## src/rtl/yrsa_pkg.sv

```systemverilog
// Shared types, constants and helper functions for the yaw rate to steering angle block.
package yrsa_pkg;

   localparam int CORDIC_STEPS_DEF = 16;
   localparam int FRAC_BITS_DEF    = 12;

   // Field and register widths.
   localparam int SPEED_W = 16;
   localparam int RATE_W  = 16;
   localparam int ANGLE_W = 15;
   localparam int WB_W    = 14;
   localparam int MS_W    = 15;
   localparam int MA_W    = 14;

   // CORDIC datapath width; covers the largest vector after the gain.
   localparam int XY_W   = 32;
   // Signed product of wheelbase and yaw rate.
   localparam int PROD_W = WB_W + 1 + RATE_W;

   // Configuration port.
   localparam int CSR_ADDR_W = 4;
   localparam int CSR_DATA_W = 32;
   localparam logic [1:0] REG_WHEELBASE   = 2'd0;
   localparam logic [1:0] REG_SPEED_FLOOR = 2'd1;
   localparam logic [1:0] REG_MAX_ANGLE   = 2'd2;

   localparam logic [WB_W-1:0] WHEELBASE_RST   = WB_W'(606);
   localparam logic [MS_W-1:0] SPEED_FLOOR_RST = MS_W'(410);
   localparam logic [MA_W-1:0] MAX_ANGLE_RST   = MA_W'(3000);

   // 18000/pi in Q16.
   localparam int CDEG_K_W = 29;
   localparam logic [CDEG_K_W-1:0] RAD_TO_CDEG_Q16 = CDEG_K_W'(375493621);

   // Arctangent of 2^-i in Q30.
   localparam int ATAN_ROM_DEPTH = 24;
   localparam longint ATAN_ROM_Q30 [ATAN_ROM_DEPTH] = '{
      64'd843314857, 64'd497837829, 64'd263043837, 64'd133525159,
      64'd67021687,  64'd33543516,  64'd16775851,  64'd8388437,
      64'd4194283,   64'd2097149,   64'd1048576,   64'd524288,
      64'd262144,    64'd131072,    64'd65536,     64'd32768,
      64'd16384,     64'd8192,      64'd4096,      64'd2048,
      64'd1024,      64'd512,       64'd256,       64'd128
   };

   // Control and pass-through fields that travel alongside the datapath.
   typedef struct packed {
      logic                      valid;
      logic                      stop;
      logic                      conv;
      logic                      yzero;
      logic signed [SPEED_W-1:0] speed;
      logic signed [RATE_W-1:0]  rate;
   } cmd_type;

   // Step arctangent rounded half up from Q30 to the requested fraction.
   function automatic longint atan_const(input int step, input int frac);
      longint sh;
      sh = longint'(30 - frac);
      return (ATAN_ROM_Q30[step] + (64'sd1 <<< (sh - 1))) >>> sh;
   endfunction

endpackage

```

## src/rtl/yrsa_front.sv

```systemverilog
// Input stage: scales the yaw rate by the wheelbase and forms the CORDIC start vector.
module yrsa_front (
   input  logic                                 clock,
   input  logic                                 reset,
   input  logic                                 start,
   input  logic                                 mode,
   input  logic signed [yrsa_pkg::SPEED_W-1:0]  linear_speed,
   input  logic signed [yrsa_pkg::RATE_W-1:0]   angular_rate,
   input  logic [yrsa_pkg::WB_W-1:0]            wheelbase,
   input  logic [yrsa_pkg::MS_W-1:0]            speed_floor,
   output yrsa_pkg::cmd_type                    dn_cmd,
   output logic signed [yrsa_pkg::XY_W-1:0]     dn_x,
   output logic signed [yrsa_pkg::XY_W-1:0]     dn_y
);
   import yrsa_pkg::*;

   localparam int AV_W = SPEED_W + 1;

   cmd_type                   s1_cmd_ff, s1_cmd_in;
   logic signed [PROD_W-1:0]  s1_prod_ff, s1_prod_in;
   logic [AV_W-1:0]           av_now;

   cmd_type                   s2_cmd_ff, s2_cmd_in;
   logic signed [XY_W-1:0]    s2_x_ff, s2_x_in;
   logic signed [XY_W-1:0]    s2_y_ff, s2_y_in;
   logic [AV_W-1:0]           av_s1;
   logic signed [XY_W-1:0]    prod_ext;

   always_comb begin
      av_now = linear_speed[SPEED_W-1] ? AV_W'(-{linear_speed[SPEED_W-1], linear_speed})
                                       : AV_W'({linear_speed[SPEED_W-1], linear_speed});
      s1_cmd_in.valid = start;
      s1_cmd_in.stop  = mode;
      s1_cmd_in.conv  = (av_now >= AV_W'(speed_floor));
      s1_cmd_in.yzero = 1'b0;
      s1_cmd_in.speed = linear_speed;
      s1_cmd_in.rate  = angular_rate;
      s1_prod_in      = $signed({1'b0, wheelbase}) * angular_rate;
   end

   always_comb begin
      av_s1 = s1_cmd_ff.speed[SPEED_W-1]
              ? AV_W'(-{s1_cmd_ff.speed[SPEED_W-1], s1_cmd_ff.speed})
              : AV_W'({s1_cmd_ff.speed[SPEED_W-1], s1_cmd_ff.speed});
      prod_ext        = XY_W'(s1_prod_ff);
      s2_cmd_in       = s1_cmd_ff;
      s2_cmd_in.yzero = (s1_prod_ff == '0);
      s2_x_in         = XY_W'({av_s1, 12'b0});
      s2_y_in         = s1_cmd_ff.speed[SPEED_W-1] ? -prod_ext : prod_ext;
   end

   always_ff @(posedge clock) begin
      if (reset) begin
         s1_cmd_ff.valid <= 1'b0;
         s2_cmd_ff.valid <= 1'b0;
      end else begin
         s1_cmd_ff <= s1_cmd_in;
         s2_cmd_ff <= s2_cmd_in;
      end
      s1_prod_ff <= s1_prod_in;
      s2_x_ff    <= s2_x_in;
      s2_y_ff    <= s2_y_in;
   end

   assign dn_cmd = s2_cmd_ff;
   assign dn_x   = s2_x_ff;
   assign dn_y   = s2_y_ff;

endmodule

```

## config.mk

```make
export PLATFORM = sky130hd
export DESIGN_NAME = yrsa_front
export DESIGN_NICKNAME = d
export VERILOG_FILES = /design/src/rtl/yrsa_pkg.sv /design/src/rtl/yrsa_front.sv
export SDC_FILE = /design/constraint.sdc
export NUM_CORES = 1
export LEC_CHECK = 0
export BUFFER_PORTS_ARGS = -buffer_cell sky130_fd_sc_hd__clkbuf_2
export CAP_MARGIN = 20
export CORE_AREA = 2 2 164 166
export DETAILED_ROUTE_END_ITERATION = 8
export DIE_AREA = 0 0 166 168
export GPL_TIMING_DRIVEN = 1
export PLACE_DENSITY_LB_ADDON = 0.15
export SYNTH_ARGS = -nofsm -noshare
export SYNTH_HDL_FRONTEND = slang
export SYNTH_SLANG_ARGS = --single-unit
```

## constraint.sdc

```tcl
create_clock -name clock -period 15.5 [get_ports clock]
set_input_delay 0.775 -clock clock [delete_from_list [all_inputs] [get_ports clock]]
set_output_delay 0.775 -clock clock [all_outputs]
set_load 0.01 [all_outputs]
```

==> qor.yml <==
synth_area_per_cell_um2: 10.2
hold_end: "dn_cmd[12]"
cts_hold_buf: 0
cts_resized: 0
yosysTopAreaCellShare: 0.309
rr_startpoint: "s1_prod_ff[14]"
yosysTopAreaCell: "fa_1"
critPathMaxFanout: 15
clock.fmax_ghz: 0.152
ys_ff_latch: 151
drt_wl_total_um: 29300
core_area_um2: 26400
synthTopCellsByArea: "fa_1, edfxtp_1, dfxtp_1"
min_from: "s1_cmd_ff[12]"
synth_cell_types: 50
drive_gt1_frac: 0.128
r2r_end: "dn_y[31]"
required_ns: 15.85
ys_seq_area_frac: 0.263
holdPathStages: 0
setup_tns_ns: 0
grt_pass1_wl_um: 49500
dpl_cell_area_um2: 15100
critical_path_class: "input port to flop"
synthCells: 1381
ios: 165
relSlewSlack: 0.335
via_per_inst: 5.06
nFillCells: 2257
whs_ns: 0.412
synth.most_common_cell: "inv_1"
worstSetupStartpointType: "input port"
ys_warn_count: 0
crit_arrival_ns: 6.95
rr_worst_depth: 6
fin_crit_sh: 0.426
status: "complete, no violations"
gp_congestion: 0.885
tritoncts: "done"
drv_slew: 0
hold_viol: 0
final_net_count: 1888
num_rows: 60
cts_setup_buffers: 0
grt.total_usage: 0.221
clock_skew_ns: 0.0221
cts-root-buf: "clkbuf_16"
synth_ff_type: "dfxtp_1"
grt_max_degree: 70
antenna_cells: 0
r2r_slack_ns: 12.89
syn-cell-area_um2: 14100
rsz0062_at_grt: "false"
die_y_um: 168
clock_latency_ns: 0.44
dp_hpwl_um: 23400
ant_nets: 0
wire_per_inst_um: 15.7
antenna_found_initial: 0
crit_path_end_kind: "flop"
period_minus_slack_ns: 6.60
syn_to_final_growth_pct: 11.2
clockBufferDepth: 2
setup_viol: 0
initial_core_util: 0.535
numCtsBuffers: 17
drt-initial-drc-count: 695
hp-class: "flop to flop"
die_x_um: 166
ys_top_cells_by_count: "inv_1, fa_1, and2_1, nand2_1, ha_1"
synth_edf_count: 69
tightest_slew_ns: 0.997
first_global_vias: 9764
post-route-util: 0.596
io_buffers: 149
cts_num_sinks: 151
gr-total-overflow: 0
vias: 9434
max_cap_viol_count: 0
dr.pass1.iters: 5
drc: 0
clk_pin_slew_ns: 0.07
final_cell_area_um2: 15700
die_area_um2: 27900
synthArstFlopShare: 0
cts_max_level: 4
==> metrics by stage <==
step	setup slack [ns]	instances
after global routing	8.55	1866
after CTS	8.93	1866
final	8.90	1866
after detailed placement	8.49	1834
after global placement	8.59	1834
after floorplan	8.82	1396
==> worst max-delay path, stage by stage <==
cell,delay [ns]
clkbuf_2,0.26
nand2_1,0.15
inv_1,0.14
fa_1,0.46
inv_1,0.23
fa_1,0.63
fa_1,0.61
inv_1,0.05
fa_1,0.46
fa_1,0.54
inv_1,0.05
fa_1,0.50
inv_1,0.04
ha_1,0.38
and3_1,0.18
a221oi_1,0.41
a211oi_1,0.16
or3b_2,0.46
a21o_1,0.16
a21oi_1,0.17
xnor2_1,0.14
==> final cells by class <==
cell class | instances | area, um^2 | share of cell area
Tap cell | 341 | 427 | 0.0272
Clock inverter | 15 | 178 | 0.0113
Sequential cell | 151 | 3710 | 0.237
Clock buffer | 17 | 425 | 0.0271
Inverter | 303 | 1140 | 0.0725
Timing Repair Buffer | 151 | 761 | 0.0485
Multi-Input combinational cell | 888 | 9050 | 0.577
==> cell families after synthesis <==
group,synth area share
AND/OR/NAND/NOR,0.128
multiplexers,0.00213
XOR/XNOR,0.0553
adder cells (fa/ha/maj),0.392
buffers and inverters,0.0991
AO/OA/AOI/OAI,0.0600
flip-flops,0.263
other,0.000266
==> how the worst max path moves through the flow <==
stage | startpoint | end | depth (start not counted)
5_1_grt | angular_rate[15] | s1_prod_ff[28] | 21
6_report | angular_rate[15] | s1_prod_ff[28] | 21
4_1_cts | angular_rate[15] | s1_prod_ff[28] | 21
3_3_place_gp | angular_rate[15] | s1_prod_ff[28] | 21
2_1_floorplan | angular_rate[15] | s1_prod_ff[28] | 22
3_5_place_dp | angular_rate[15] | s1_prod_ff[28] | 21
==> metal layers <==
| metal | GRT usage | part of all wire | vias up |
|---|---|---|---|
| met4 | 0.0510 | 0.012 | 0 |
| met5 | 0 | 0 | - |
| met2 | 0.356 | 0.46 | 275 |
| met3 | 0.0329 | 0.050 | 29 |
| li1 | - | - | 4504 |
| met1 | 0.321 | 0.48 | 4626 |
==> cell usage in the layout, fill, tap and decap left out, drive strengths merged, types with 34 or more instances in the layout <==
cell type  synthesis  final
nand2            123    123
and2             139    139
ha                93     93
fa               218    218
inv              303    309
xnor2             81     81
dfxtp             82     82
edfxtp            69     69
clkbuf            38    166
o21ai             34     34
==> state kept, by name, summed over array words and instances, names as in the netlist <==
register,count
s1_cmd_ff,35
dn_cmd,36
dn_x,17
dn_y,32
s1_prod_ff,31
Power is not shown: default switching activity piles up to over one toggle a cycle in this logic, so the estimate is an artifact.
