## config.mk

```make
export PLATFORM = sky130hd
export DESIGN_NAME = yrsa_cordic_cell
export DESIGN_NICKNAME = d
export VERILOG_FILES = /design/src/rtl/yrsa_pkg.sv /design/src/rtl/yrsa_cordic_cell.sv
export SDC_FILE = /design/constraint.sdc
export NUM_CORES = 1
export LEC_CHECK = 0
export BUFFER_PORTS_ARGS = -buffer_cell sky130_fd_sc_hd__buf_4
export CAP_MARGIN = 20
export CORE_MARGIN = 5
export CORE_UTILIZATION = 54
export DETAILED_ROUTE_END_ITERATION = 16
export PLACE_DENSITY = 0.91
export SYNTH_ARGS = -nofsm -noshare
export SYNTH_HDL_FRONTEND = slang
export SYNTH_SLANG_ARGS = --single-unit
```

## constraint.sdc

```tcl
create_clock -name clock -period 3.35 [get_ports clock]
set_input_delay 0.67 -clock clock [delete_from_list [all_inputs] [get_ports clock]]
set_output_delay 0.67 -clock clock [all_outputs]
set_load 0.03 [all_outputs]
```

## src/rtl/yrsa_pkg.sv

```systemverilog
// Shared types, constants and helper functions for the yaw rate to steering angle block.
package yrsa_pkg;

   localparam int CORDIC_STEPS_DEF = 16;
   localparam int FRAC_BITS_DEF    = 12;

   // Field and register widths.
   localparam int SPEED_W = 16;
   localparam int RATE_W  = 16;
   localparam int ANGLE_W = 15;
   localparam int WB_W    = 14;
   localparam int MS_W    = 15;
   localparam int MA_W    = 14;

   // CORDIC datapath width; covers the largest vector after the gain.
   localparam int XY_W   = 32;
   // Signed product of wheelbase and yaw rate.
   localparam int PROD_W = WB_W + 1 + RATE_W;

   // Configuration port.
   localparam int CSR_ADDR_W = 4;
   localparam int CSR_DATA_W = 32;
   localparam logic [1:0] REG_WHEELBASE   = 2'd0;
   localparam logic [1:0] REG_SPEED_FLOOR = 2'd1;
   localparam logic [1:0] REG_MAX_ANGLE   = 2'd2;

   localparam logic [WB_W-1:0] WHEELBASE_RST   = WB_W'(606);
   localparam logic [MS_W-1:0] SPEED_FLOOR_RST = MS_W'(410);
   localparam logic [MA_W-1:0] MAX_ANGLE_RST   = MA_W'(3000);

   // 18000/pi in Q16.
   localparam int CDEG_K_W = 29;
   localparam logic [CDEG_K_W-1:0] RAD_TO_CDEG_Q16 = CDEG_K_W'(375493621);

   // Arctangent of 2^-i in Q30.
   localparam int ATAN_ROM_DEPTH = 24;
   localparam longint ATAN_ROM_Q30 [ATAN_ROM_DEPTH] = '{
      64'd843314857, 64'd497837829, 64'd263043837, 64'd133525159,
      64'd67021687,  64'd33543516,  64'd16775851,  64'd8388437,
      64'd4194283,   64'd2097149,   64'd1048576,   64'd524288,
      64'd262144,    64'd131072,    64'd65536,     64'd32768,
      64'd16384,     64'd8192,      64'd4096,      64'd2048,
      64'd1024,      64'd512,       64'd256,       64'd128
   };

   // Control and pass-through fields that travel alongside the datapath.
   typedef struct packed {
      logic                      valid;
      logic                      stop;
      logic                      conv;
      logic                      yzero;
      logic signed [SPEED_W-1:0] speed;
      logic signed [RATE_W-1:0]  rate;
   } cmd_type;

   // Step arctangent rounded half up from Q30 to the requested fraction.
   function automatic longint atan_const(input int step, input int frac);
      longint sh;
      sh = longint'(30 - frac);
      return (ATAN_ROM_Q30[step] + (64'sd1 <<< (sh - 1))) >>> sh;
   endfunction

endpackage

```

## src/rtl/yrsa_cordic_cell.sv

```systemverilog
// One vectoring CORDIC step with its own output register.
module yrsa_cordic_cell #(
   parameter int STEP      = 0,
   parameter int FRAC_BITS = yrsa_pkg::FRAC_BITS_DEF
) (
   input  logic                              clock,
   input  logic                              reset,
   input  yrsa_pkg::cmd_type                 up_cmd,
   input  logic signed [yrsa_pkg::XY_W-1:0]  up_x,
   input  logic signed [yrsa_pkg::XY_W-1:0]  up_y,
   input  logic signed [FRAC_BITS+2:0]       up_z,
   output yrsa_pkg::cmd_type                 dn_cmd,
   output logic signed [yrsa_pkg::XY_W-1:0]  dn_x,
   output logic signed [yrsa_pkg::XY_W-1:0]  dn_y,
   output logic signed [FRAC_BITS+2:0]       dn_z
);
   import yrsa_pkg::*;

   localparam int Z_W = FRAC_BITS + 3;
   localparam logic signed [Z_W-1:0] ATAN_STEP = Z_W'(atan_const(STEP, FRAC_BITS));

   cmd_type                 cmd_ff;
   logic signed [XY_W-1:0]  x_ff, x_in;
   logic signed [XY_W-1:0]  y_ff, y_in;
   logic signed [Z_W-1:0]   z_ff, z_in;
   logic signed [XY_W-1:0]  xs, ys;
   logic                    rot_down;

   always_comb begin
      xs       = up_x >>> STEP;
      ys       = up_y >>> STEP;
      rot_down = ~up_y[XY_W-1];
      if (rot_down) begin
         x_in = up_x + ys;
         y_in = up_y - xs;
         z_in = up_z + ATAN_STEP;
      end else begin
         x_in = up_x - ys;
         y_in = up_y + xs;
         z_in = up_z - ATAN_STEP;
      end
   end

   always_ff @(posedge clock) begin
      if (reset) begin
         cmd_ff.valid <= 1'b0;
      end else begin
         cmd_ff <= up_cmd;
      end
      x_ff <= x_in;
      y_ff <= y_in;
      z_ff <= z_in;
   end

   assign dn_cmd = cmd_ff;
   assign dn_x   = x_ff;
   assign dn_y   = y_ff;
   assign dn_z   = z_ff;

endmodule

```

==> results.md <==
| Group | Metric | Reported |
|:---|:---|:---|
| run status | Outcome | completed |
| die | Number of I/O pins | 232 |
| synthesis | Gate count of the mapped netlist | 1,029 |
| critical path | Cell depth of the worst setup path | 12 |
| synthesis | Synth Flop Type | sky130_fd_sc_hd__dfxtp_1 |
| critical path | Family with the most delay on the worst path | compound AO/OA/AOI/OAI gates |
| critical path | Largest stage delay, worst path | 420 ps |
| critical path | Critical Path, Cell by Cell | buf_4, ha_1, fa_1, nor2b_1, o21ai_1, a21oi_1, o21bai_1, a211oi_1, or2_1, a31o_1, a211oi_1, xor2_1 |
| cells and area | Filler Cell Count | 1,160 |
| global routing | Vias in the first global route | 9,021 |
| synthesis | Net Count, Synth | 1,257 |
| drt | Count of routing violations after the opening detailed-route iteration | 904 |
| power | Clk pwr share | 30.2% |
| critical path | Critical path class | primary input to flop |
| synthesis | Yosys warning count | 0 |
| drt | Routed length per instance | 19.7 um |
| sta | RSZ-0062 raised after global routing | false |
| die | Die height | 137 um |
| cells and area | Area taken by flip-flops and latches | 0.00263 mm^2 |
| sta | Period utilization | 92.9% |
| clock tree | Quantity of gates resized following cts | 0 |
| place | Number of input and output port buffers inserted | 231 |
| clock tree | Number of sinks driven by the clock tree | 114 |
| drt | Total vias in the final route | 9,110 |
| global routing | All-Layer GR Usage | 32.5% |
| clock tree | CTS clk-pin slew, worst paths | 60 ps |
| cells and area | Area of the multi-input gates | 0.00544 mm^2 |
| hold path | Hold depth | 2 |
| sta | Max-Slew Margin vs Limit | 39.0% |
| clock tree | H-Tree Depth | 4 |
| power | Combinational fraction of design power | 41.0% |
| die | Die area | 0.0187 mm^2 |
| sta | Setup-violating endpoint count in the final report | 0 |
| place | Placer congestion estimate | 1.01 |
| synthesis | Register bit count reported by yosys | 114 |
| drt | ANT nets after route | 0 |
| clock tree | TritonCTS clock tree | yes |
| power | Internal cell power | 3830 uW |
| drt | Via density per instance | 5.82 |
| drt | WL final | 30,800 um |
| sta | Final number of max-transition violations | 0 |
| critical path | Count of buffer and inverter cells on the critical path | 1 |
| die | Chip width | 137 um |
| synthesis | Sequential element share of the synthesized area | 30.4% |
| synthesis | Async S/R FF share, synth | 0% |
| critical path | Element type at the critical path end | flop |
| synthesis | Syn_area_per_cell | 8.41 um^2 |
| sta | Actual transition at the worst max-transition pin | 914 ps |
| power | Peak VDD IR | 358 uV |
| synthesis | Area of the mapped netlist | 0.00865 mm^2 |
| synthesis | Synth area leaders | sky130_fd_sc_hd__dfxtp_1, sky130_fd_sc_hd__ha_1, sky130_fd_sc_hd__edfxtp_1 |
| power | Static power due to leakage | 0.00565 uW |
| power | Sequential group share of total power | 28.8% |
| global routing | Largest net degree at the start of global routing | 82 |
| cells and area | Fraction of layout instances using a drive strength above 1 | 28.8% |
| clock tree | Root Driver | sky130_fd_sc_hd__clkbuf_16 |
| critical path | Highest-delay cell along the critical path | sky130_fd_sc_hd__fa_1 |
| sta | Final hold violations | 0 |
| hold path | Worst min-delay path class | primary input to flop |
| drt | Drc violations | 0 |
| power | Net Sw Power | 2300 uW |
| clock tree | Maximum number of buffers from clock root to sink | 2 |
| cells and area | Design Area, Final | 0.0118 mm^2 |
| critical path | Crit-path most repeated cell | sky130_fd_sc_hd__a211oi_1 |
| place | Cell Area, Placed | 0.0112 mm^2 |
| clock tree | CTS Buf Count | 17 |
| drt | Number of optimization iterations in the first detailed-route pass | 6 |
| job | Max Cap Violations | 0 |
| cells and area | Final std cells w/o fill | 1,566 |
| power | Switching share of total power | 37.5% |
| place | HPWL Detailed | 24,500 um |
| critical path | Critical path data required time | 3690 ps |
| die | Row count | 46 |
| synthesis | Count of distinct cell types in the synthesized netlist | 77 |
| synthesis | Area share of the leading cell type in the synthesized netlist | 18.3% |
| critical path | Arrival time at the worst endpoint | 3450 ps |
| place | Placed Cells incl. Taps | 1,532 |
| cells and area | Layout area overhead | 36.4% |
| synthesis | Dominant cell type by area after synthesis | sky130_fd_sc_hd__dfxtp_1 |
| sta | Peak clock frequency supported by timing | 321 MHz |
| global routing | Wire length of the first global-routing pass | 47,500 um |
| global routing | Grt total ovfl | 0 |
| die | Core ar. | 0.0158 mm^2 |
| critical path | Largest fanout on the critical path | 4 |
| clock tree | Post-CTS setup buffers | 0 |
| critical path | Critical path startpoint category | primary input |
| sta | Clock period minus final worst setup slack | 3110 ps |
| die | Starting Density | 54.7% |
| synthesis | Number of enable flip-flop cells after synthesis | 35 |
| power | Power density over cell area | 519 mW/mm^2 |
| cells and area | Nets | 1,563 |
| clock tree | Count of hold buffers inserted by post-cts repair | 0 |
| global routing | Number of antenna violations at the first check in global routing | 2 |
-- metrics by stage --
step	hold WS (ps)	power [uW]	setup slack [ps]	utilization, %	setup TNS (ps)
after floorplan	742	3220	238	-	0
after global placement	841	4200	-151	70.8	-415
after detailed placement	849	4250	-266	70.8	-1380
after CTS	417	6100	145	74.5	0
after global routing	416	6380	113	74.6	0
final	425	6130	239	74.6	0
-- cell usage in the layout, fill, tap and decap left out, types with 12 or more instances in the layout --
| cell | synthesis | routed |
|---|---|---|
| sky130_fd_sc_hd__o21bai_1 | 17 | 16 |
| sky130_fd_sc_hd__buf_4 | 6 | 329 |
| sky130_fd_sc_hd__ha_1 | 107 | 107 |
| sky130_fd_sc_hd__a21oi_1 | 114 | 114 |
| sky130_fd_sc_hd__a21o_1 | 20 | 20 |
| sky130_fd_sc_hd__edfxtp_1 | 35 | 35 |
| sky130_fd_sc_hd__nor2_1 | 85 | 85 |
| sky130_fd_sc_hd__nand2_1 | 62 | 62 |
| sky130_fd_sc_hd__o21ai_1 | 11 | 12 |
| sky130_fd_sc_hd__xnor2_1 | 63 | 63 |
| sky130_fd_sc_hd__nand3_1 | 14 | 14 |
| sky130_fd_sc_hd__clkbuf_16 | 0 | 17 |
| sky130_fd_sc_hd__inv_1 | 100 | 100 |
| sky130_fd_sc_hd__nor3_1 | 26 | 26 |
| sky130_fd_sc_hd__nor2b_1 | 19 | 19 |
| sky130_fd_sc_hd__dfxtp_1 | 79 | 79 |
| sky130_fd_sc_hd__o21ai_0 | 60 | 59 |
-- synthesized netlist by cell type, types with 14 or more instances --
cell                         n
sky130_fd_sc_hd__a21oi_1   114
sky130_fd_sc_hd__ha_1      107
sky130_fd_sc_hd__inv_1     100
sky130_fd_sc_hd__nor2_1     85
sky130_fd_sc_hd__dfxtp_1    79
sky130_fd_sc_hd__xnor2_1    63
sky130_fd_sc_hd__nand2_1    62
sky130_fd_sc_hd__o21ai_0    60
sky130_fd_sc_hd__edfxtp_1   35
sky130_fd_sc_hd__nor3_1     26
sky130_fd_sc_hd__clkbuf_1   22
sky130_fd_sc_hd__a21o_1     20
sky130_fd_sc_hd__nor2b_1    19
sky130_fd_sc_hd__o21bai_1   17
sky130_fd_sc_hd__nand3_1    14
-- state kept, by name (all words and copies together), names as in the netlist --
register / flops
dn_y: 32
dn_z: 15
dn_cmd: 36
dn_x: 31
-- power groups by stage --
stage / clock network (uW) / logic [uW] / registers, uW
2_1_floorplan: 0 / 920 / 2300
3_3_place_gp: 0 / 2420 / 1790
3_5_place_dp: 0 / 2450 / 1790
4_1_cts: 1860 / 2480 / 1770
5_1_grt: 1950 / 2650 / 1790
6_report: 1850 / 2510 / 1770
-- kinds of logic after synthesis --
group / share of synthesized area (%)
compound gates: 23.8
xor+xnor: 7.49
fa+ha+maj: 16.4
buf+inv: 6.77
flops: 30.4
mux: 1.29
simple gates: 13.9
-- routing by layer --
metal	track usage (%)	vias to the layer above	share of wire, %
li1	-	4234	-
met1	35.8	4192	36
met2	55.7	570	48
met3	9.12	114	9.9
met4	19.0	0	5.6
met5	0	-	0
-- final timing paths --
path / start / to / slack, ps
worst max-delay path: up_x[0] / dn_y[28] / 240
worst min-delay path: reset / dn_cmd[35] / 430
-- final cells by class --
type	count	area share (%)
Multi-Input combinational cell	769	46.1
Clock buffer	17	3.61
Sequential cell	114	22.3
Antenna cell	2	0.0424
Timing Repair Buffer	329	20.9
Inverter	104	3.31
Clock inverter	15	1.42
Tap cell	216	2.29
(Power assumes the default switching activity.)
