## src/rtl/yrsa_pkg.sv

```systemverilog
// Shared types, constants and helper functions for the yaw rate to steering angle block.
package yrsa_pkg;

   localparam int CORDIC_STEPS_DEF = 16;
   localparam int FRAC_BITS_DEF    = 12;

   // Field and register widths.
   localparam int SPEED_W = 16;
   localparam int RATE_W  = 16;
   localparam int ANGLE_W = 15;
   localparam int WB_W    = 14;
   localparam int MS_W    = 15;
   localparam int MA_W    = 14;

   // CORDIC datapath width; covers the largest vector after the gain.
   localparam int XY_W   = 32;
   // Signed product of wheelbase and yaw rate.
   localparam int PROD_W = WB_W + 1 + RATE_W;

   // Configuration port.
   localparam int CSR_ADDR_W = 4;
   localparam int CSR_DATA_W = 32;
   localparam logic [1:0] REG_WHEELBASE   = 2'd0;
   localparam logic [1:0] REG_SPEED_FLOOR = 2'd1;
   localparam logic [1:0] REG_MAX_ANGLE   = 2'd2;

   localparam logic [WB_W-1:0] WHEELBASE_RST   = WB_W'(606);
   localparam logic [MS_W-1:0] SPEED_FLOOR_RST = MS_W'(410);
   localparam logic [MA_W-1:0] MAX_ANGLE_RST   = MA_W'(3000);

   // 18000/pi in Q16.
   localparam int CDEG_K_W = 29;
   localparam logic [CDEG_K_W-1:0] RAD_TO_CDEG_Q16 = CDEG_K_W'(375493621);

   // Arctangent of 2^-i in Q30.
   localparam int ATAN_ROM_DEPTH = 24;
   localparam longint ATAN_ROM_Q30 [ATAN_ROM_DEPTH] = '{
      64'd843314857, 64'd497837829, 64'd263043837, 64'd133525159,
      64'd67021687,  64'd33543516,  64'd16775851,  64'd8388437,
      64'd4194283,   64'd2097149,   64'd1048576,   64'd524288,
      64'd262144,    64'd131072,    64'd65536,     64'd32768,
      64'd16384,     64'd8192,      64'd4096,      64'd2048,
      64'd1024,      64'd512,       64'd256,       64'd128
   };

   // Control and pass-through fields that travel alongside the datapath.
   typedef struct packed {
      logic                      valid;
      logic                      stop;
      logic                      conv;
      logic                      yzero;
      logic signed [SPEED_W-1:0] speed;
      logic signed [RATE_W-1:0]  rate;
   } cmd_type;

   // Step arctangent rounded half up from Q30 to the requested fraction.
   function automatic longint atan_const(input int step, input int frac);
      longint sh;
      sh = longint'(30 - frac);
      return (ATAN_ROM_Q30[step] + (64'sd1 <<< (sh - 1))) >>> sh;
   endfunction

endpackage

```

## src/rtl/yrsa_back.sv

```systemverilog
// Output stages: picks the angle, converts radians to centidegrees and clamps.
module yrsa_back #(
   parameter int FRAC_BITS = yrsa_pkg::FRAC_BITS_DEF
) (
   input  logic                                 clock,
   input  logic                                 reset,
   input  yrsa_pkg::cmd_type                    up_cmd,
   input  logic signed [FRAC_BITS+2:0]          up_z,
   input  logic [yrsa_pkg::MA_W-1:0]            max_angle,
   output logic                                 rsp_valid,
   output logic signed [yrsa_pkg::SPEED_W-1:0]  rsp_speed_out,
   output logic signed [yrsa_pkg::ANGLE_W-1:0]  rsp_steering_angle
);
   import yrsa_pkg::*;

   localparam int RAD_W    = FRAC_BITS + 4;
   localparam int UP_SH    = (FRAC_BITS >= 12) ? FRAC_BITS - 12 : 0;
   localparam int DN_SH    = (FRAC_BITS < 12) ? 12 - FRAC_BITS : 0;
   localparam int PASS_W   = RATE_W + UP_SH;
   localparam int MUL_W    = RAD_W + CDEG_K_W;
   localparam int RND_W    = MUL_W + 1;
   localparam int CDEG_SH  = FRAC_BITS + 16;

   // Stage 1: angle in radians as sign and magnitude.
   logic signed [RAD_W-1:0]   rad;
   logic signed [PASS_W-1:0]  pass_wide;
   logic signed [RAD_W-1:0]   rad_pass;
   logic                      p1_valid_ff;
   logic                      p1_stop_ff;
   logic signed [SPEED_W-1:0] p1_speed_ff;
   logic                      p1_neg_ff, p1_neg_in;
   logic [RAD_W-1:0]          p1_mag_ff, p1_mag_in;

   // Stage 2: product with the centidegree scale.
   logic                      p2_valid_ff;
   logic                      p2_stop_ff;
   logic signed [SPEED_W-1:0] p2_speed_ff;
   logic                      p2_neg_ff;
   logic [MUL_W-1:0]          p2_prod_ff, p2_prod_in;

   // Stage 3: rounding, clamp and output register.
   logic [RND_W-1:0]          rnd;
   logic [RND_W-1:0]          cdeg_mag;
   logic [MA_W-1:0]           clamped;
   logic signed [MA_W+1:0]    signed_cdeg;
   logic                      valid_ff;
   logic signed [SPEED_W-1:0] speed_ff, speed_in;
   logic signed [ANGLE_W-1:0] angle_ff, angle_in;

   always_comb begin
      // The yaw rate is widened before rescaling so that no bits are lost.
      pass_wide = PASS_W'(up_cmd.rate) <<< UP_SH;
      rad_pass  = RAD_W'(pass_wide >>> DN_SH);
      if (up_cmd.stop) begin
         rad = '0;
      end else if (up_cmd.conv) begin
         // A zero numerator gives a zero angle whatever the CORDIC settled on.
         rad = up_cmd.yzero ? '0 : RAD_W'(up_z);
      end else begin
         rad = rad_pass;
      end
      p1_neg_in = rad[RAD_W-1];
      p1_mag_in = p1_neg_in ? RAD_W'(-rad) : RAD_W'(rad);
   end

   assign p2_prod_in = MUL_W'(p1_mag_ff) * MUL_W'(RAD_TO_CDEG_Q16);

   always_comb begin
      rnd         = RND_W'(p2_prod_ff) + (RND_W'(1) << (CDEG_SH - 1));
      cdeg_mag    = rnd >> CDEG_SH;
      clamped     = (cdeg_mag > RND_W'(max_angle)) ? max_angle : MA_W'(cdeg_mag);
      signed_cdeg = p2_neg_ff ? -$signed({2'b00, clamped}) : $signed({2'b00, clamped});
      speed_in    = p2_stop_ff ? '0 : p2_speed_ff;
      angle_in    = ANGLE_W'(signed_cdeg);
   end

   always_ff @(posedge clock) begin
      if (reset) begin
         p1_valid_ff <= 1'b0;
         p2_valid_ff <= 1'b0;
         valid_ff    <= 1'b0;
      end else begin
         p1_valid_ff <= up_cmd.valid;
         p2_valid_ff <= p1_valid_ff;
         valid_ff    <= p2_valid_ff;
      end
      p1_stop_ff  <= up_cmd.stop;
      p1_speed_ff <= up_cmd.speed;
      p1_neg_ff   <= p1_neg_in;
      p1_mag_ff   <= p1_mag_in;
      p2_stop_ff  <= p1_stop_ff;
      p2_speed_ff <= p1_speed_ff;
      p2_neg_ff   <= p1_neg_ff;
      p2_prod_ff  <= p2_prod_in;
      speed_ff    <= speed_in;
      angle_ff    <= angle_in;
   end

   assign rsp_valid          = valid_ff;
   assign rsp_speed_out      = speed_ff;
   assign rsp_steering_angle = angle_ff;

endmodule

```

## config.mk

```make
export PLATFORM = sky130hd
export DESIGN_NAME = yrsa_back
export DESIGN_NICKNAME = d
export VERILOG_FILES = /design/src/rtl/yrsa_pkg.sv /design/src/rtl/yrsa_back.sv
export SDC_FILE = /design/constraint.sdc
export NUM_CORES = 1
export LEC_CHECK = 0
export BUFFER_PORTS_ARGS = -buffer_cell sky130_fd_sc_hd__buf_2
export CAP_MARGIN = 40
export CELL_PAD_IN_SITES_DETAIL_PLACEMENT = 1
export CELL_PAD_IN_SITES_GLOBAL_PLACEMENT = 1
export CORE_ASPECT_RATIO = 1.4
export CORE_MARGIN = 5
export CORE_UTILIZATION = 40
export CTS_BUF_LIST = sky130_fd_sc_hd__clkbuf_4
export CTS_CLUSTER_DIAMETER = 30
export DETAILED_ROUTE_END_ITERATION = 10
export PLACE_DENSITY = 0.77
export SLEW_MARGIN = 20
export SYNTH_ARGS = -nofsm -noshare
export SYNTH_HDL_FRONTEND = slang
export SYNTH_SLANG_ARGS = --single-unit
```

## constraint.sdc

```tcl
create_clock -name clock -period 15.4 [get_ports clock]
set_clock_uncertainty 0.15 [all_clocks]
set_input_delay 3.08 -clock clock [delete_from_list [all_inputs] [get_ports clock]]
set_output_delay 3.08 -clock clock [all_outputs]
set_load 0.1 [all_outputs]
```

==> qor.yml, run 1 <==
status: "finished clean"
core_sq_um: 27700
die_x_microns: 152
hold_class: "flip-flop to flip-flop"
drv_slew: 0
syn_inst: 1167
ctsHtreeMaxLevel: 3
reg2reg_depth: 20
io_pins: 99
syn-num-nets: 1578
clk_latency_ns: 0.52
cts_tree: "built"
die-area_sq_um: 31600
ant_nets: 0
place_congestion: 0.916
die_y_microns: 208
dp_cells: 1623
min_from: "p1_speed_ff[13]"
rsz0062_at_grt: "false"
synth_ff_type: "dfxtp_1"
first_global_vias: 9635
port_buffers: 98
min_path_cells: 0
vias_per_cell: 5.05
tns_ns: 0
synth_edf_count: 0
cts_setup_buffers: 0
path_common_cell: "fa_1"
rows: 72
grt_usage_pct: 19.5
dr_total_vias: 8291
antenna_found_initial: 2
synth.cell_area_sq_um: 11200
final-hold-violation-count: 0
grt_overflow: 0
slew_headroom_pct: 57.7
synth-async-reset-ratio_pct: 0
reg2reg_slack_ns: 8.81
totalWireLength_microns: 29100
fmax_ghz: 0.152
hold_end: "p2_speed_ff[13]"
grt_pass1_wl_microns: 48100
r2r_end: "p2_prod_ff[38]"
tightest_slew_ns: 0.635
drtIter0Drc: 201
cts_buffer_depth: 2
yosysSeqAreaShare_pct: 18.5
highest_layer: "met4"
setup_viol: 0
wl_per_cell_microns: 17.7
max_cap_viol_count: 0
drc: 0
finalCritPeriodShare_pct: 42.8
ys_ff_latch: 104
critPathKind: "flip-flop to flip-flop"
end_kind: "flip-flop"
cp.arrival_ns: 6.90
clock-sinks: 104
dr.pass1.iters: 4
drt-met1-wl_microns: 10400
synthToLayoutAreaGrowth_pct: 9.22
initial_core_util_pct: 40.7
dp_hpwl_microns: 25900
grt_max_degree: 25
worst-path-max-fanout: 7
crit_slowest_cell: "dfxtp_1"
path_clk_slew_ns: 0.17
syn_avg_cell_area_sq_um: 9.64
yosysWarnings: 0
layout_min_cycle_time_ns: 6.59
start_kind: "flip-flop"
path_cells: "fa_1 -> fa_1 -> inv_1 -> fa_1 -> inv_1 -> fa_1 -> inv_1 -> fa_1 -> fa_1 -> inv_1 -> ha_1 -> a21oi_1 -> nor2_1 -> o41ai_1 -> o21ai_0 -> a211oi_1 -> buf_4 -> o211ai_1 -> a41oi_1 -> xnor2_1"
cts.root.buffer_cell: "clkbuf_4"
layout-drive-gt1-share_pct: 10.9
yosysUniqueCellTypes: 58
dr_wl_met2_microns: 16000
whs_ns: 0.194
ctsResizeCount: 0
crit_required_ns: 15.70
holdBufCountCts: 0
final_cells: 1641
slowest_delay_ns: 0.65
wl_met3_microns: 988
worstReg2RegStart: "p1_mag_ff[4]"
cts-buffers-inserted: 9
fin_util_pct: 44.4
final_nets: 1675
worst max-delay path by stage:
stage	slack [ns]	end	start
3_5_place_dp	8.76	rsp_steering_angle[12]	max_angle[12]
3_3_place_gp	8.89	rsp_steering_angle[12]	max_angle[13]
6_report	8.81	p2_prod_ff[38]	p1_mag_ff[4]
4_1_cts	8.82	p2_prod_ff[38]	p1_mag_ff[4]
5_1_grt	8.54	p2_prod_ff[44]	p1_mag_ff[4]
2_1_floorplan	8.99	rsp_steering_angle[12]	max_angle[12]
registers in the layout, indices dropped and copies added, names as in the netlist:
name	count
p2_stop_ff	1
p2_valid_ff	1
p2_neg_ff	1
p1_neg_ff	1
rsp_steering_angle	15
p2_prod_ff	18
p1_stop_ff	1
rsp_speed_out	16
rsp_valid	1
p1_mag_ff	16
p2_speed_ff	16
p1_valid_ff	1
p1_speed_ff	16
critical path: cells and delay by family (launching register included):
kind,cells,cell delay (ns)
adders and majority gates,7,3.50
AOI/OAI and AO/OA,6,1.54
DFF,1,0.65
buffers and inverters,5,0.47
xor gates and xnor gates,1,0.15
and+or+nand+nor,1,0.08
area by class of cell:
class                   count  area (sq um)
fillers                  3240         15400
clock inverters             5          36.3
repair buffers            101           520
diodes                      2          5.00
inverters                 263           987
flip-flops and latches    104          2080
multi-input cells         785          8110
well taps                 370           463
clock buffers              11          82.6
placed cells by master, fill, tap and decap left out, drive strengths merged, types with 22 or more instances in the layout:
cell type and count:
dfxtp 104, a21oi 52, xnor2 40, ha 195, nor2 46, nand2 50
xor2 22, o21ai 41, buf 101, nor2b 31, inv 266, fa 149
per-stage QoR:
stage / setup WS [ns] / area [sq um]
after detailed placement: 8.76 / 12200
after global placement: 8.89 / 12100
after CTS: 8.82 / 12300
after global routing: 8.54 / 12300
final: 8.81 / 12300
after floorplan: 8.99 / 11200
kinds of logic after synthesis:
group,Yosys count,synth area share (%)
AND/OR/NAND/NOR,231,10.8
buffers and inverters,278,9.45
adder cells (fa/ha/maj),344,48.2
flip-flops,104,18.5
XOR/XNOR,62,4.89
multiplexers,5,0.456
AO/OA/AOI/OAI,143,7.67
cell usage after synthesis (3+ instances only):
master	number	area, sq um
nand3b_1	7	52.6
o21ai_0	38	190
nor2_1	46	173
ha_1	195	2440
nand2_1	49	184
nor2b_1	31	194
or3_1	4	25.0
o211ai_1	4	30.0
a21o_1	5	37.5
inv_1	263	987
or2_2	11	68.8
a21oi_1	52	260
and3_1	4	25.0
dfxtp_1	104	2080
and2_1	4	25.0
a211oi_1	5	37.5
a31oi_1	8	50.1
fa_1	149	2980
o31ai_1	5	37.5
nand2b_1	12	75.1
nand4_1	14	87.6
o41ai_1	3	26.3
buf_2	4	20.0
nor3_1	11	55.1
nand3_1	19	95.1
mux2i_1	4	40.0
xor2_1	22	193
nor4_1	5	31.3
a41oi_1	4	35.0
clkbuf_1	8	30.0
xnor2_1	39	342
o21a_1	3	22.5
metal layers:
layer  GRT usage, %  vias to the layer above
li1               -                     3945
met1           19.9                     4064
met2           37.3                      197
met3           3.00                       85
met4           9.92                        0
met5              0                        -
Power of run 1 is left out: the tool's default activity adds up to more than one toggle a clock period on the data nets, which glitch-free logic cannot reach.
==> inputs of run 2 (changes only) <==
clock period = 6.86 ns   (was 15.4 ns; I/O delays follow)
==> run 2 against run 1 <==
Wire length grew 4.0%. Global-route usage is 0.50 points higher. Maximum frequency grew 3.1%. Count of clock-buffer cells in the layout down 2. Critical path depth shrank 3. Sequential cell count is the same. Cell count rose by 0.18%. Sequential share of layout area down 0.081 points. Utilization increased by 0.21 points. Critical path type unchanged. Critical endpoint is now p2_prod_ff[36]. Highest routed layer unchanged.
==> qor.yml, run 2 (synthesis results as in run 1) <==
ctsResizeCount: 0  # unchanged
cts_buffer_depth: 2  # unchanged
layout-drive-gt1-share_pct: 11.2  # +0.28 points
dp_hpwl_microns: 27000  # +4.0%
dr.pass1.iters: 4  # unchanged
cts_setup_buffers: 0  # unchanged
critPathKind: "flip-flop to flip-flop"
dr_total_vias: 8283  # -0.096%
drtIter0Drc: 253  # +26%
totalWireLength_microns: 30200  # +4.0%
final-hold-violation-count: 0  # unchanged
path_clk_slew_ns: 0.19  # +0.02 ns
place_congestion: 0.970  # +5.9%
clock-sinks: 104  # unchanged
die_y_microns: 208  # unchanged
end_kind: "flip-flop"
slew_headroom_pct: 54.8  # -2.9 points
status: "finished clean"
rsz0062_at_grt: "false"
cts-buffers-inserted: 9  # unchanged
start_kind: "flip-flop"
rows: 72  # unchanged
layout_commonest_cell: "inv_1"
cts_tree: "built"
fin_util_pct: 44.6  # +0.21 points
ctsHtreeMaxLevel: 3  # unchanged
final_cell_mix: "263 x inv_1, 195 x ha_1, 149 x fa_1, 104 x dfxtp_1, 98 x buf_2"
holdBufCountCts: 0  # unchanged
largest_reg_flops: 18  # unchanged
max_cap_viol_count: 0  # unchanged
io_pins: 99  # unchanged
cts.root.buffer_cell: "clkbuf_4"
whs_ns: 0.197  # +0.00241 ns
dpl_cell_area_sq_um: 12200  # +0.18%
drv_slew: 0  # unchanged
ant_nets: 0  # unchanged
worst-path-max-fanout: 8  # +1
nFillCells: 3213  # -0.83%
crit_required_ns: 7.17  # -8.53 ns
antenna_found_initial: 1  # -1
core_sq_um: 27700  # unchanged
vias_per_cell: 5.04  # -0.28%
finalCritPeriodShare_pct: 93.2  # +50 points
grt_usage_pct: 20.0  # +0.50 points
grt_overflow: 0  # unchanged
setup_viol: 0  # unchanged
hold_class: "flip-flop to flip-flop"
tns_ns: 0  # unchanged
first_global_vias: 9551  # -0.87%
fmax_ghz: 0.156  # +3.1%
clk_latency_ns: 0.53  # about the same
drc: 0  # unchanged
synthToLayoutAreaGrowth_pct: 9.74
final_cell_area_sq_um: 12300  # +0.48%
final_nets: 1679  # +0.24%
port_buffers: 98  # unchanged
wl_per_cell_microns: 18.4  # +3.8%
cp.arrival_ns: 6.71  # -0.19 ns
grt_pass1_wl_microns: 48900  # +1.5%
die-area_sq_um: 31600  # unchanged
grt_max_degree: 25  # unchanged
die_x_microns: 152  # unchanged
largest-register: "p2_prod_ff"
initial_core_util_pct: 40.7  # unchanged
layout_min_cycle_time_ns: 6.39  # -0.199 ns
tightest_slew_ns: 0.679  # +0.0441 ns
==> run 2: cell types whose count changed in the layout (fill, tap and decap cells not counted), sizes merged <==
cell | before | now
inv | 266 | 263
clkinvlp | 0 | 1
clkbuf | 11 | 9
buf | 101 | 105
clkinv | 2 | 6
diode | 2 | 1
==> run 2: final timing paths <==
| kind | startpoint | endpoint | slack [ns] | cells past startpoint |
|---|---|---|---|---|
| worst max-delay path | p1_mag_ff[14] | p2_prod_ff[36] | 0.47 | 17 |
| worst min-delay path | p1_speed_ff[10] | p2_speed_ff[10] | 0.20 | 0 |
| worst max register to register | p1_mag_ff[14] | p2_prod_ff[36] | 0.47 | 17 |
| worst min register to register | p1_speed_ff[10] | p2_speed_ff[10] | 0.20 | 0 |
==> run 2: final cells by class <==
type | instances | area [sq um] | share of cell area, %
Timing Repair Buffer | 105 | 543 | 4.40
Inverter | 263 | 987 | 8.00
Clock buffer | 9 | 67.6 | 0.547
Antenna cell | 1 | 2.50 | 0.0203
Tap cell | 370 | 463 | 3.75
Sequential cell | 104 | 2080 | 16.9
Clock inverter | 7 | 90.1 | 0.730
Multi-Input combinational cell | 785 | 8110 | 65.7
==> run 2: routing by layer <==
layer | wire, microns | track usage (%)
met5 | 0 | 0
met4 | 1800 | 10.7
met3 | 1090 | 2.39
met2 | 16300 | 37.8
met1 | 11100 | 21.1
==> run 2: metrics by stage <==
stage / worst slack [ns] / cells
6_report: 0.466 / 1644
5_1_grt: 0.102 / 1644
4_1_cts: 0.410 / 1643
3_5_place_dp: 0.499 / 1627
3_3_place_gp: 0.591 / 1627
2_1_floorplan: 1.09 / 1167
==> run 2: worst max-delay path: stages, from the launching register on <==
cell	delay (ns)
dfxtp_1	0.61
inv_1	0.19
ha_1	0.46
fa_1	0.60
fa_1	0.45
fa_1	0.53
fa_1	0.52
fa_1	0.56
inv_1	0.05
ha_1	0.34
nand2_1	0.10
nor3_1	0.37
nand3_1	0.12
a31oi_1	0.28
a311o_1	0.25
a41oi_1	0.24
a21boi_0	0.30
mux2i_1	0.21
Power of run 2 is left out for the same reason.
